<file path="src/rtl/tom_pkg.sv">
package tom_pkg;

  // Event kinds carried by event_kind.
  localparam logic [1:0] EV_PRESS   = 2'd0;
  localparam logic [1:0] EV_RELEASE = 2'd1;
  localparam logic [1:0] EV_TICK    = 2'd2;

  // Commands reported in action.
  localparam logic [1:0] ACT_NONE    = 2'd0;
  localparam logic [1:0] ACT_PRESS   = 2'd1;
  localparam logic [1:0] ACT_RELEASE = 2'd2;

  // Configuration register indexes.
  localparam logic [1:0] REG_TRIGGER = 2'd0;
  localparam logic [1:0] REG_MODCODE = 2'd1;
  localparam logic [1:0] REG_HOLD    = 2'd2;
  localparam logic [1:0] REG_TIMEOUT = 2'd3;

  // Reset values of the configuration registers.
  localparam logic [15:0] TRIGGER_RST = 16'd0;
  localparam logic [15:0] MODCODE_RST = 16'd225;
  localparam logic [15:0] HOLD_RST    = 16'd200;
  localparam logic [15:0] TIMEOUT_RST = 16'd1000;

  localparam logic [15:0] TICK_MAX = 16'hFFFF;

  // Reported mode codes.
  localparam logic [2:0] MCODE_IDLE        = 3'd0;
  localparam logic [2:0] MCODE_HELD_UNUSED = 3'd1;
  localparam logic [2:0] MCODE_HELD_USED   = 3'd2;
  localparam logic [2:0] MCODE_QUEUED      = 3'd3;
  localparam logic [2:0] MCODE_QUEUED_USED = 3'd4;

  // One-shot state machine, one-hot.
  typedef enum logic [4:0] {
    MODE_IDLE        = 5'b00001,
    MODE_HELD_UNUSED = 5'b00010,
    MODE_HELD_USED   = 5'b00100,
    MODE_QUEUED      = 5'b01000,
    MODE_QUEUED_USED = 5'b10000
  } mode_t;

  // One result transaction.
  typedef struct packed {
    logic [1:0]  action;
    logic [15:0] mod_code;
    logic        timed_out;
    logic [2:0]  mode;
  } result_t;

  // Map the one-hot state onto the reported mode code.
  function automatic logic [2:0] mode_code(input mode_t m);
    logic [2:0] c;
    case (m)
      MODE_IDLE:        c = MCODE_IDLE;
      MODE_HELD_UNUSED: c = MCODE_HELD_UNUSED;
      MODE_HELD_USED:   c = MCODE_HELD_USED;
      MODE_QUEUED:      c = MCODE_QUEUED;
      MODE_QUEUED_USED: c = MCODE_QUEUED_USED;
      default:          c = MCODE_IDLE;
    endcase
    return c;
  endfunction

endpackage

</file>
<file path="src/rtl/tom_core.sv">
module tom_core (
  input  logic                clk,
  input  logic                rst,
  input  logic                cfg_write,
  input  logic [1:0]          cfg_index,
  input  logic [15:0]         cfg_data,
  input  logic                step,
  input  logic [1:0]          event_kind,
  input  logic [15:0]         keycode,
  input  logic                is_cancel,
  input  logic                is_ignored,
  output tom_pkg::result_t    result
);

  logic [15:0]    trigger_keycode;
  logic [15:0]    modifier_code;
  logic [15:0]    hold_term;
  logic [15:0]    timeout_term;

  tom_pkg::mode_t os_mode, os_mode_next;
  logic [15:0]    hold_ticks, hold_ticks_next;
  logic [15:0]    queue_ticks, queue_ticks_next;
  logic           timeout_armed, timeout_armed_next;

  logic [1:0]     act;
  logic           tout;
  logic [15:0]    hold_inc;
  logic [15:0]    queue_inc;
  logic           is_trigger;
  logic           queued_any;

  // Configuration registers.
  always_ff @(posedge clk) begin
    if (rst) begin
      trigger_keycode <= tom_pkg::TRIGGER_RST;
      modifier_code   <= tom_pkg::MODCODE_RST;
      hold_term       <= tom_pkg::HOLD_RST;
      timeout_term    <= tom_pkg::TIMEOUT_RST;
    end else if (cfg_write) begin
      case (cfg_index)
        tom_pkg::REG_TRIGGER: trigger_keycode <= cfg_data;
        tom_pkg::REG_MODCODE: modifier_code   <= cfg_data;
        tom_pkg::REG_HOLD:    hold_term       <= cfg_data;
        tom_pkg::REG_TIMEOUT: timeout_term    <= cfg_data;
        default: ;
      endcase
    end
  end

  // Saturating tick counters and key classification.
  assign hold_inc   = (hold_ticks == tom_pkg::TICK_MAX) ? hold_ticks : hold_ticks + 16'd1;
  assign queue_inc  = (queue_ticks == tom_pkg::TICK_MAX) ? queue_ticks : queue_ticks + 16'd1;
  assign is_trigger = (keycode == trigger_keycode);
  assign queued_any = (os_mode == tom_pkg::MODE_QUEUED) ||
                      (os_mode == tom_pkg::MODE_QUEUED_USED);

  // Next state and command for one event.
  always_comb begin
    os_mode_next       = os_mode;
    hold_ticks_next    = hold_ticks;
    queue_ticks_next   = queue_ticks;
    timeout_armed_next = timeout_armed;
    act                = tom_pkg::ACT_NONE;
    tout               = 1'b0;
    case (event_kind)
      tom_pkg::EV_TICK: begin
        hold_ticks_next  = hold_inc;
        queue_ticks_next = queue_inc;
        if (timeout_armed && queued_any && (queue_inc > timeout_term)) begin
          os_mode_next       = tom_pkg::MODE_IDLE;
          act                = tom_pkg::ACT_RELEASE;
          timeout_armed_next = 1'b0;
          tout               = 1'b1;
        end
      end
      tom_pkg::EV_PRESS: begin
        if (is_trigger) begin
          if (os_mode == tom_pkg::MODE_IDLE) act = tom_pkg::ACT_PRESS;
          os_mode_next    = tom_pkg::MODE_HELD_UNUSED;
          hold_ticks_next = '0;
        end else if (is_cancel && (os_mode != tom_pkg::MODE_IDLE)) begin
          os_mode_next       = tom_pkg::MODE_IDLE;
          act                = tom_pkg::ACT_RELEASE;
          timeout_armed_next = 1'b0;
        end else if (!is_ignored) begin
          if (os_mode == tom_pkg::MODE_HELD_UNUSED) begin
            os_mode_next = tom_pkg::MODE_HELD_USED;
          end else if (os_mode == tom_pkg::MODE_QUEUED) begin
            os_mode_next       = tom_pkg::MODE_QUEUED_USED;
            timeout_armed_next = 1'b0;
          end
        end
      end
      tom_pkg::EV_RELEASE: begin
        if (is_trigger) begin
          if (hold_ticks > hold_term) begin
            os_mode_next = tom_pkg::MODE_IDLE;
            act          = tom_pkg::ACT_RELEASE;
          end else if (os_mode == tom_pkg::MODE_HELD_UNUSED) begin
            os_mode_next       = tom_pkg::MODE_QUEUED;
            queue_ticks_next   = '0;
            timeout_armed_next = 1'b1;
          end else if (os_mode == tom_pkg::MODE_HELD_USED) begin
            os_mode_next = tom_pkg::MODE_IDLE;
            act          = tom_pkg::ACT_RELEASE;
          end
        end else if (!is_ignored && (os_mode == tom_pkg::MODE_QUEUED_USED)) begin
          os_mode_next = tom_pkg::MODE_IDLE;
          act          = tom_pkg::ACT_RELEASE;
        end
      end
      default: ;
    endcase
  end

  // Result of the event being accepted.
  always_comb begin
    result.action    = act;
    result.mod_code  = (act != tom_pkg::ACT_NONE) ? modifier_code : 16'd0;
    result.timed_out = tout;
    result.mode      = tom_pkg::mode_code(os_mode_next);
  end

  // State registers advance once per accepted event.
  always_ff @(posedge clk) begin
    if (rst) begin
      os_mode       <= tom_pkg::MODE_IDLE;
      hold_ticks    <= '0;
      queue_ticks   <= '0;
      timeout_armed <= 1'b0;
    end else if (step) begin
      os_mode       <= os_mode_next;
      hold_ticks    <= hold_ticks_next;
      queue_ticks   <= queue_ticks_next;
      timeout_armed <= timeout_armed_next;
    end
  end

endmodule

</file>
<file path="src/rtl/timed_oneshot_modifier.sv">
// Sticky one-shot modifier controller with hold and queue timeouts.
// Input channel (in_valid / in_stall): one transaction per key press, key
// release or time tick, with the key code and the upstream cancel and
// ignore flags. Every input transaction produces exactly one result.
// Output channel (out_valid / out_stall): action (none, press or release),
// the modifier code it applies to, a timeout flag and the new mode.
// Configuration channel (cfg_valid / cfg_ready): cfg_ready is always high;
// cfg_index selects trigger key, modifier code, hold term or timeout term.
// The state machine updates at the accepting edge; the result is registered
// at that edge in the output register, or in the skid register if stalled.
// Throughput is one transaction per cycle while in_stall is low; the state
// update is the only loop. A skid register lets one more transaction in
// while the output is stalled; in_stall rises only when it is full.
// Synchronous reset clears the state to idle, both tick counters to zero,
// the configuration to its defaults and empties the output stage.
module timed_oneshot_modifier (
  input  logic        clk,
  input  logic        rst,
  // Configuration channel.
  input  logic        cfg_valid,
  output logic        cfg_ready,
  input  logic [1:0]  cfg_index,
  input  logic [15:0] cfg_data,
  // Input channel.
  input  logic        in_valid,
  output logic        in_stall,
  input  logic [1:0]  event_kind,
  input  logic [15:0] keycode,
  input  logic        is_cancel,
  input  logic        is_ignored,
  // Output channel.
  output logic        out_valid,
  input  logic        out_stall,
  output logic [1:0]  action,
  output logic [15:0] mod_code,
  output logic        timed_out,
  output logic [2:0]  mode
);

  tom_pkg::result_t step_result;
  tom_pkg::result_t out_q;
  tom_pkg::result_t skid_q;
  logic             skid_valid;
  logic             in_accept;
  logic             out_pop;

  assign cfg_ready = 1'b1;
  assign in_stall  = skid_valid;
  assign in_accept = in_valid && !skid_valid;
  assign out_pop   = out_valid && !out_stall;

  tom_core u_core (
    .clk        (clk),
    .rst        (rst),
    .cfg_write  (cfg_valid && cfg_ready),
    .cfg_index  (cfg_index),
    .cfg_data   (cfg_data),
    .step       (in_accept),
    .event_kind (event_kind),
    .keycode    (keycode),
    .is_cancel  (is_cancel),
    .is_ignored (is_ignored),
    .result     (step_result)
  );

  // Output register with a skid stage behind it.
  always_ff @(posedge clk) begin
    if (rst) begin
      out_valid  <= 1'b0;
      skid_valid <= 1'b0;
    end else if (!out_valid || out_pop) begin
      if (skid_valid) begin
        out_q      <= skid_q;
        out_valid  <= 1'b1;
        skid_valid <= 1'b0;
      end else if (in_accept) begin
        out_q     <= step_result;
        out_valid <= 1'b1;
      end else begin
        out_valid <= 1'b0;
      end
    end else if (in_accept) begin
      skid_q     <= step_result;
      skid_valid <= 1'b1;
    end
  end

  assign action    = out_q.action;
  assign mod_code  = out_q.mod_code;
  assign timed_out = out_q.timed_out;
  assign mode      = out_q.mode;

endmodule
</file>
<file path="config.mk">
export PLATFORM = sky130hd
export DESIGN_NAME = timed_oneshot_modifier
export DESIGN_NICKNAME = d
export VERILOG_FILES = /design/src/rtl/tom_pkg.sv /design/src/rtl/tom_core.sv /design/src/rtl/timed_oneshot_modifier.sv
export SDC_FILE = /design/constraint.sdc
export NUM_CORES = 1
export LEC_CHECK = 0
export BUFFER_PORTS_ARGS = -buffer_cell sky130_fd_sc_hd__buf_2
export CAP_MARGIN = 20
export CORE_MARGIN = 5
export CORE_UTILIZATION = 50
export DETAILED_ROUTE_END_ITERATION = 10
export HOLD_SLACK_MARGIN = 0.02
export PLACE_DENSITY = 0.77
export SYNTH_ARGS = -nofsm -noshare
export SYNTH_HDL_FRONTEND = slang
export SYNTH_SLANG_ARGS = --single-unit
</file>
<file path="constraint.sdc">
create_clock -name clk -period 4.8 [get_ports clk]
set_input_delay 0.96 -clock clk [delete_from_list [all_inputs] [get_ports clk]]
set_output_delay 0.96 -clock clk [all_outputs]
set_load 0.05 [all_outputs]
</file>
* After elaboration in Yosys (flattened, before gate mapping)
Index checks and enable logic that the tools add are counted.
** Cells by class
- Add/sub/neg operators :: 2
- $mul :: 0
- Div/mod/pow operators :: 0
- $lt $le $gt $ge :: 2
- Equality and inequality tests :: 28
- Shift operators :: 0
- Muxes and demuxes :: 48
- Bitwise logic cells :: 2
- Reductions and logical operators :: 29
** Operators with widths (count)
- 16-bit two-way mux :: 7
- 16-bit case mux with 2 select lines :: 2
- 5-bit two-way mux :: 11
- 22-bit two-way mux :: 2
- 16-bit by 1-bit adder with 16-bit output, second input constant :: 2
- 16-bit == test, second input constant :: 2
- 16-bit greater-than comparator :: 2
- 16-bit == test :: 1
- 2-bit two-way mux :: 8
- 5-bit case mux with 3 select lines :: 1
- 1-bit two-way mux :: 14
- 3-bit case mux with 4 select lines :: 1
- 5-bit by 2-bit == test with 1-bit output, second input constant :: 2
- 5-bit by 3-bit == test with 1-bit output, second input constant :: 2
- 5-bit by 4-bit == test with 1-bit output, second input constant :: 2
- 5-bit == test, second input constant :: 2
- 10-bit AND reduction :: 1
- 2-bit by 1-bit inequality test with 1-bit output, second input constant :: 4
- 2-bit AND reduction :: 4
- 2-bit nonzero test :: 4
- 2-bit == test, second input constant :: 3
- 1-bit logical AND :: 6
- 2-bit inequality test, second input constant :: 3
- 3-bit by 2-bit inequality test with 1-bit output, second input constant :: 2
- 15 further kinds :: 23
** Storage, ports and cells
- Register bits after elaboration :: 148
- Bits in latches :: 0
- RAM bits :: 0
- Memory bits (read-only) :: 0
- Input bits :: 43
- Output and inout bits :: 25
- Memories :: 0

* Longest topological paths before layout
Gate-level depths: netlist of the first run.
- Word-level depth :: 11
- Depth in mapped cells :: 19

* Modules after synthesis
A second synthesis of the first run with hierarchy kept.
** Second synthesis, totals
- Cells, all modules :: 829
- Area, all modules :: 7602.3 um2
** By module, submodules not included
- tom_core :: instances 1, cells an instance 749, area an instance 5818.1 um2, seq. area each 2042.0 um2
- timed_oneshot_modifier :: instances 1, cells an instance 80, area an instance 1784.2 um2, seq. area each 1361.3 um2

* Worst setup path before layout of the first run
No wires, ideal clock.
- Path kind :: reg-to-reg
- Start point :: register u_core.queue_ticks[3]
- End point :: register out_q, in the netlist mode[0], data pin
- Arrival :: 3.602 ns
- Required time :: 4.620 ns
- Setup slack :: 1.018 ns
- Cell stages (with the launch flop) :: 18
- Path buffers :: 1
- Path through :: dfxtp_1 > buf_2 > and4_1 > nand4_1 > nor2_1 > a21oi_1 > and3_1 > xor2_1 > ha_1 > and3_4 > a221o_1 > nand2_1 > nor4b_4 > or2_1 > inv_1 > a221oi_1 > nand2_1 > o41ai_2
** On the way
- Longest elaborated chain between the ends :: 10
** RTL lines
- from (decl) :: RTL line tom_core.sv:22 : logic [15:0] queue_ticks, queue_ticks_next;
- from (signal assigned) :: RTL line tom_core.sv:134 : queue_ticks <= queue_ticks_next;
- 16-bit by 1-bit adder with 16-bit output / 16-bit == test (equally long branches) :: RTL line tom_core.sv:52 : assign queue_inc = (queue_ticks == tom_pkg::TICK_MAX) ? queue_ticks : queue_ticks + 16'd1;
- 16-bit two-way mux * :: RTL line tom_core.sv:52
- 16-bit greater-than comparator * :: RTL line tom_core.sv:69 : if (timeout_armed && queued_any && (queue_inc > timeout_term)) begin
- 1-bit logical AND * :: RTL line tom_core.sv:69
- 5-bit two-way mux * :: RTL line tom_core.sv:69
- 5-bit case mux with 3 select lines * :: RTL line tom_core.sv:65 : case (event_kind)
- 5-bit == test (tied with other cells) :: RTL line tom_pkg.sv:54 : case (m)
- 3-bit case mux with 4 select lines * :: RTL line tom_pkg.sv:54
- 22-bit two-way mux * :: RTL line timed_oneshot_modifier.sv:76 : end else if (in_accept) begin
- 22-bit two-way mux * :: RTL line timed_oneshot_modifier.sv:72 : if (skid_valid) begin
- to (signal assigned) :: RTL line timed_oneshot_modifier.sv:73 : out_q <= skid_q;
- to (signal assigned) :: RTL line timed_oneshot_modifier.sv:77 : out_q <= step_result;
- to (decl) :: RTL line timed_oneshot_modifier.sv:41 : tom_pkg::result_t out_q;
Mark *: on every way between the ends. The rest lies on a longest branch, timed or not. The select of a mux whose other input is x is not followed.
A chain may end at the register's enable or synchronous reset.

* Worst setup path in the final report of the first run
- Start point :: register u_core.queue_ticks[3]
- End point :: register out_q, in the netlist mode[1], data pin
Same word-level chain as after synthesis.

==> flow_metrics.env, run 1 <==
export IMPL_routed_via_density=5.65
export IMPL_hold_depth=2
export IMPL_tns_ns=0
export IMPL_synth_edf_count=44
export IMPL_drc=0
export IMPL_period_needed_ns=4.40
export IMPL_synth_ff_type="dfxtp_1"
export IMPL_clock_sinks=148
export IMPL_hold_start="u_core.hold_term[15]$_SDFFE_PP0P_"
export IMPL_syn_avg_cell_area_um2=8.85
export IMPL_power_combinational_fraction_pct=8.2
export IMPL_grt_pass1_wl_mm=28.9
export IMPL_synth_area_um2=7520
export IMPL_reg2reg_depth=15
export IMPL_place_ws_ns=0.460
export IMPL_worstMarginPinSlew_ns=0.991
export IMPL_final_setup_viol_count=0
export IMPL_ios=68
export IMPL_cts_max_level=4
export IMPL_max_slew_margin_pct=33.7
export IMPL_p_switching_mw=0.751
export IMPL_gp_congestion=0.879
export IMPL_avgRoutedWirePerCell_um=16.1
export IMPL_crit_type="reg -> reg"
export IMPL_p_int_mw=2.21
export IMPL_maxCapViolCount=0
export IMPL_async_flop_share_pct=0
export IMPL_status="complete, no violations"
export IMPL_cts_tree="yes"
export IMPL_cp_max_fo=9
export IMPL_yosys_cell_types_count=73
export IMPL_fmax_mhz=227
export IMPL_drt_iter0_drc=531
export IMPL_hold_end="u_core.hold_term[15]$_SDFFE_PP0P_"
export IMPL_synthCells=850
export IMPL_cp_required_ns=5.05
export IMPL_cts_buffer_depth=2
export IMPL_drive_above_1_share_pct=15.2
export IMPL_nNetsFinal=980
export IMPL_post_dp_hpwl_mm=12.4
export IMPL_min_period_over_period_pct=91.6
export IMPL_power_density_nw_per_um2=343
export IMPL_rsz0062_at_grt="no"
export IMPL_clock_latency_ns=0.43
export IMPL_r2r_start="u_core.queue_ticks[3]$_SDFFE_PP0P_"
export IMPL_finalHoldViolCount=0
export IMPL_clkTransAtPathRegs_ns=0.06
export IMPL_num_vias=6219
export IMPL_vdd_ir_drop_max_mv=0.267
export IMPL_grt_pass1_vias=5837
export IMPL_root_buffer="clkbuf_16"
export IMPL_synth_nets=927
export IMPL_nFillCells=1255
export IMPL_antenna_cells=0
export IMPL_cts_hold_buffers=0
export IMPL_chipWidth_um=133
export IMPL_syn_to_final_growth_pct=14.5
export IMPL_ant_nets=0
export IMPL_die_h_um=133
export IMPL_leakage_nw=3.45
export IMPL_die_area_um2=17600
export IMPL_drtPass1Iterations=5
export IMPL_pwr_share_seq_pct=45.1
export IMPL_rrSetupSlack_ns=0.40
export IMPL_yosysSeqAreaShare_pct=45.2
export IMPL_ys_seq_elements=148
export IMPL_initial_core_util_pct=51.4
export IMPL_io_buffers=66
export IMPL_cts_buffers=17
export IMPL_clkPwrFrac_pct=46.7
export IMPL_hold_class="reg -> reg"
export IMPL_start_kind="flip-flop"
export IMPL_grtUsageTotal_pct=20.2
export IMPL_overflow=0
export IMPL_arrival_ns=4.65
export IMPL_wl_mm=17.8
export IMPL_reg2reg_to="mode[1]$_DFFE_PP_"
export IMPL_finalWorstSetupSlack_ns=0.403
export IMPL_row_count=44
export IMPL_holdWs_ns=0.458
export IMPL_grt_max_degree=84
export IMPL_antenna_found_initial=0
export IMPL_yosysWarnings=0
export IMPL_core_area_um2=14600
export IMPL_p_sw_share_pct=25.4
export IMPL_fin_worst_skew_ns=0.00835
export IMPL_maxSlewViolCount=0
export IMPL_worstSetupEndpointType="flip-flop"
[layout by cell type, fill, tap and decap left out, drive strengths merged, types with 4 or more instances in the layout]
master	Yosys	routed
a211o	8	8
a211oi	5	5
a21o	4	4
a21oi	86	86
a22o	16	16
a22oi	4	4
and2	18	18
and3	6	6
and4	6	6
buf	9	75
clkbuf	32	18
dfxtp	104	104
edfxtp	44	44
ha	34	34
inv	41	49
mux2	6	6
nand2	154	154
nand2b	4	4
nand3	19	19
nand3b	9	9
nand4	13	13
nor2	62	62
nor2b	21	21
nor3	15	15
nor4	7	7
o211ai	5	5
o21ai	26	26
or2	5	5
or3	7	7
xnor2	12	12
xor2	31	31
[area by class of cell]
| type | instances | area, um^2 | area share [%] |
|---|---|---|---|
| clock buffer | 18 | 450 | 5.23 |
| clock inverter | 14 | 163 | 1.89 |
| inverter | 41 | 154 | 1.79 |
| multi-input combinational | 620 | 3810 | 44.2 |
| sequential | 148 | 3400 | 39.5 |
| tap | 184 | 230 | 2.67 |
| timing repair buffer | 75 | 405 | 4.71 |
[synth_stat cells, types with 3 or more instances]
library cell	count	area (um^2)
nor3_1	13	65.1
xnor2_1	12	105
a21oi_1	85	425
mux2_2	5	56.3
and3_1	5	31.3
nand3b_1	9	67.6
clkbuf_1	32	120
nand2b_1	4	25.0
inv_1	41	154
a22oi_1	4	30.0
a41oi_1	3	26.3
nor4_1	7	43.8
a22o_1	16	140
dfxtp_1	104	2080
buf_2	7	35.0
o21a_1	3	22.5
o211ai_1	4	30.0
nor2_1	62	233
ha_1	34	425
nand2_1	154	578
xor2_1	31	272
a211o_1	8	70.1
and2_1	18	113
nand4_1	12	75.1
nand3_1	19	95.1
o41ai_2	3	48.8
and4_1	5	43.8
a21o_1	4	30.0
a211oi_1	4	30.0
edfxtp_1	44	1320
o21ai_1	6	30.0
or3_1	5	31.3
nor2b_1	21	131
o21ai_0	18	90.1
[through the flow]
| step | util [%] | std cells | instance area, um^2 | power [mW] |
|---|---|---|---|---|
| final | 58.8 | 1100 | 8610 | 2.96 |
| after global routing | 58.8 | 1100 | 8610 | 3.06 |
| after CTS | 58.6 | 1097 | 8580 | 2.97 |
| after detailed placement | 54.4 | 1065 | 7970 | 1.60 |
| after global placement | 54.4 | 1065 | 7970 | 1.59 |
| after floorplan | - | 850 | 7520 | 1.52 |
[power groups by stage]
stage | logic [mW] | registers (mW) | clock network, mW
after detailed placement | 0.235 | 1.36 | 0
after global routing | 0.264 | 1.34 | 1.45
after global placement | 0.231 | 1.36 | 0
after floorplan | 0.135 | 1.39 | 0
after CTS | 0.238 | 1.33 | 1.39
final | 0.242 | 1.33 | 1.38
[layer usage]
metal	share of wire, %	vias to the layer above	track usage (%)
met5	0	-	0
met4	2.1	0	8.03
met3	7.2	28	5.39
met2	45	218	31.1
met1	45	2899	27.2
li1	-	3074	-
[worst max-delay path by stage]
stage                                             from                end  cells after the start
CTS                 u_core.queue_ticks[3]$_SDFFE_PP0P_  mode[0]$_DFFE_PP_                     16
global placement    u_core.queue_ticks[3]$_SDFFE_PP0P_  mode[0]$_DFFE_PP_                     16
floorplan           u_core.queue_ticks[3]$_SDFFE_PP0P_  mode[0]$_DFFE_PP_                     17
detailed placement  u_core.queue_ticks[3]$_SDFFE_PP0P_  mode[0]$_DFFE_PP_                     16
finish              u_core.queue_ticks[3]$_SDFFE_PP0P_  mode[1]$_DFFE_PP_                     15
global route        u_core.queue_ticks[3]$_SDFFE_PP0P_  mode[0]$_DFFE_PP_                     15
[state kept, by name (all words and copies together) (netlist names), 2 cells and up]
name                    flops
u_core.hold_ticks          16
mode                        3
u_core.queue_ticks         16
skid_q                     22
u_core.timeout_term        16
u_core.modifier_code       16
mod_code                   16
action                      2
u_core.trigger_keycode     16
u_core.hold_term           16
u_core.os_mode              5
[kinds of logic (layout without fill, tap and decap cells)]
logic type                 count (synthesis)  after routing  synth area share, %
buffers and inverters                     82            148                 4.36
DFF                                      148            148                 45.2
muxes                                      7              7                 1.03
AOI/OAI and AO/OA                        183            183                 15.9
other                                      1              1               0.0498
adders and majority gates                 34             34                 5.65
and+or+nand+nor                          352            352                 22.7
xor gates and xnor gates                  43             43                 5.01
[critical path: stages, from the launching register on]
cell     delay, ns
dfxtp_1       0.47
and4_1        0.26
nand4_1       0.15
nor2_1        0.34
a21oi_1       0.25
and2_1        0.26
xor2_1        0.15
ha_1          0.31
and4_1        0.21
nand4_1       0.16
a21oi_2       0.22
nor4b_4       0.08
o21ai_0       0.51
a21oi_1       0.22
or2_4         0.32
o41ai_2       0.30
[repair_timing]
item	CTS	global route
resized for setup	0	1
endpoints found under the hold margin	0	0
endpoints found under the setup margin	0	1
setup buffers	0	0
Note: power is estimated with default switching activity, not from simulation.
==> run 2, diff against run 1 <==
Settings changed: RECOVER_POWER from default to 25.
==> flow_metrics.env, run 2 (same netlist as run 1, synthesis figures left out) <==
export IMPL_status="complete, but fails checks"
export IMPL_violations="capacitance limit, slew limit"
export IMPL_reg2reg_to="mode[1]$_DFFE_PP_"
export IMPL_arrival_ns=4.64
export IMPL_final_util_pct=58.6
export IMPL_p_sw_share_pct=25.4
export IMPL_largest_reg_flops=22
export IMPL_critPathSlowestCell="o21ai_0"
export IMPL_hold_start="u_core.hold_term[2]$_SDFFE_PP0P_"
export IMPL_drtPass1Iterations=6
export IMPL_cts_tree="yes"
export IMPL_power_density_nw_per_um2=344
export IMPL_grtUsageTotal_pct=20.2
export IMPL_post_dp_hpwl_mm=12.4
export IMPL_ant_nets=0
export IMPL_vdd_ir_drop_max_mv=0.267
export IMPL_maxSlewViolCount=131
export IMPL_fmax_mhz=227
export IMPL_clock_latency_ns=0.43
export IMPL_rrSetupSlack_ns=0.40
export IMPL_core_area_um2=14600
export IMPL_cts_buffers=17
export IMPL_die_area_um2=17600
export IMPL_cp_slowest_stage_delay_ns=0.50
export IMPL_reg2reg_depth=15
export IMPL_hold_class="reg -> reg"
export IMPL_row_count=44
export IMPL_hold_depth=2
export IMPL_routed_via_density=5.65
export IMPL_worstSetupEndpointType="flip-flop"
export IMPL_drc=0
export IMPL_grt_pass1_vias=5837
export IMPL_grt_max_degree=84
export IMPL_antenna_found_initial=0
export IMPL_power_combinational_fraction_pct=8.2
export IMPL_start_kind="flip-flop"
export IMPL_p_int_mw=2.21
export IMPL_hold_end="u_core.hold_term[2]$_SDFFE_PP0P_"
export IMPL_placed_cell_area_um2=7970
export IMPL_rsz0062_at_grt="no"
export IMPL_clock_sinks=148
export IMPL_dp_cells=1065
export IMPL_layout_commonest_cell="nand2_1"
export IMPL_cts_max_level=4
export IMPL_num_vias=6217
export IMPL_finalHoldViolCount=0
export IMPL_layout_common_cells="nand2_1 (154), dfxtp_1 (104), a21oi_1 (85)"
export IMPL_pwr_share_seq_pct=45.1
export IMPL_p_switching_mw=0.751
export IMPL_antenna_cells=0
export IMPL_top_register="skid_q"
export IMPL_clkPwrFrac_pct=46.7
export IMPL_fin_cells=1100
export IMPL_root_buffer="clkbuf_16"
export IMPL_max_slew_margin_pct=-139
export IMPL_cp_max_fo=9
export IMPL_min_period_over_period_pct=91.7
export IMPL_overflow=0
export IMPL_io_buffers=66
export IMPL_wl_mm=17.8
export IMPL_maxCapViolCount=2
export IMPL_drive_above_1_share_pct=14.4
export IMPL_cts_hold_buffers=0
export IMPL_nNetsFinal=980
export IMPL_r2r_start="u_core.queue_ticks[3]$_SDFFE_PP0P_"
export IMPL_cts_buffer_depth=2
export IMPL_drt_iter0_drc=527
export IMPL_ios=68
export IMPL_crit_type="reg -> reg"
export IMPL_clkTransAtPathRegs_ns=0.06
export IMPL_period_needed_ns=4.40
export IMPL_die_h_um=133
export IMPL_stdcell_area_um2=8590
export IMPL_gp_congestion=0.879
export IMPL_leakage_nw=3.43
export IMPL_grt_pass1_wl_mm=28.9
export IMPL_worstMarginPinSlew_ns=3.58
export IMPL_path_cells="and4_1, nand4_1, nor2_1, a21oi_1, and2_1, xor2_1, ha_1, and4_1, nand4_1, a21oi_2, nor4b_4, o21ai_0, a21oi_1, or2_4, o41ai_2"
export IMPL_holdWs_ns=0.457
export IMPL_syn_to_final_growth_pct=14.2
export IMPL_avgRoutedWirePerCell_um=16.2
export IMPL_tns_ns=0
export IMPL_fin_worst_skew_ns=0.00957
export IMPL_initial_core_util_pct=51.4
export IMPL_final_setup_viol_count=0
export IMPL_chipWidth_um=133
export IMPL_cp_required_ns=5.04
run 2: cell types whose count changed in the layout (fill, tap and decap cells not counted):
| cell | previous run | this run |
|---|---|---|
| nor3_1 | 12 | 13 |
| a211oi_1 | 3 | 4 |
| buf_2 | 66 | 65 |
| nor3_2 | 3 | 2 |
| clkbuf_1 | 0 | 5 |
| a211oi_2 | 2 | 1 |
| buf_4 | 8 | 4 |
run 2: stage by stage:
stage                     worst slack [ns]  power, mW
final                                0.396       2.96
after global routing                0.0352       3.06
after CTS                            0.447       2.97
after detailed placement             0.460       1.60
after global placement               0.623       1.59
after floorplan                       1.02       1.52
run 2: power groups by stage:
stage	clock network, mW	logic (mW)	registers (mW)
floorplan	0	0.135	1.39
global placement	0	0.231	1.36
detailed placement	0	0.235	1.36
CTS	1.39	0.238	1.33
global route	1.45	0.264	1.34
finish	1.38	0.241	1.34
run 2: worst max path at each step:
stage / from / endpoint / slack, ns / cells after the start
4_1_cts: u_core.queue_ticks[3]$_SDFFE_PP0P_ / mode[0]$_DFFE_PP_ / 0.45 / 16
2_1_floorplan: u_core.queue_ticks[3]$_SDFFE_PP0P_ / mode[0]$_DFFE_PP_ / 1.02 / 17
3_5_place_dp: u_core.queue_ticks[3]$_SDFFE_PP0P_ / mode[0]$_DFFE_PP_ / 0.46 / 16
3_3_place_gp: u_core.queue_ticks[3]$_SDFFE_PP0P_ / mode[0]$_DFFE_PP_ / 0.62 / 16
6_report: u_core.queue_ticks[3]$_SDFFE_PP0P_ / mode[1]$_DFFE_PP_ / 0.40 / 15
5_1_grt: u_core.queue_ticks[3]$_SDFFE_PP0P_ / mode[0]$_DFFE_PP_ / 0.04 / 15
run 2: layout make-up:
type / instances / area, um^2
Clock buffer: 18 / 450
Clock inverter: 14 / 163
Fill cell: 1261 / 6060
Inverter: 41 / 154
Multi-Input combinational cell: 620 / 3800
Sequential cell: 148 / 3400
Tap cell: 184 / 230
Timing Repair Buffer: 75 / 389
run 2: per-layer routing:
metal / up-vias / wire length [um] / global-route usage (%) / share of wire, %
li1: 3074 / - / - / -
met1: 2907 / 8130 / 27.2 / 46
met2: 205 / 8060 / 31.1 / 45
met3: 31 / 1200 / 5.39 / 6.8
met4: 0 / 379 / 8.03 / 2.1
met5: - / 0 / 0 / 0
run 2: critical path: cells and delay by family, from the launching register on:
kind                       cells  cell delay (ns)
DFF                            1             0.47
adders and majority gates      1             0.31
xor gates and xnor gates       1             0.15
AOI/OAI and AO/OA              5             1.49
and+or+nand+nor                8             1.79
run 2: repair_timing:
item,4_1_cts,5_1_grt
setup endpoints to repair,0,1
buffers inserted,0,0
gates resized for setup,0,1
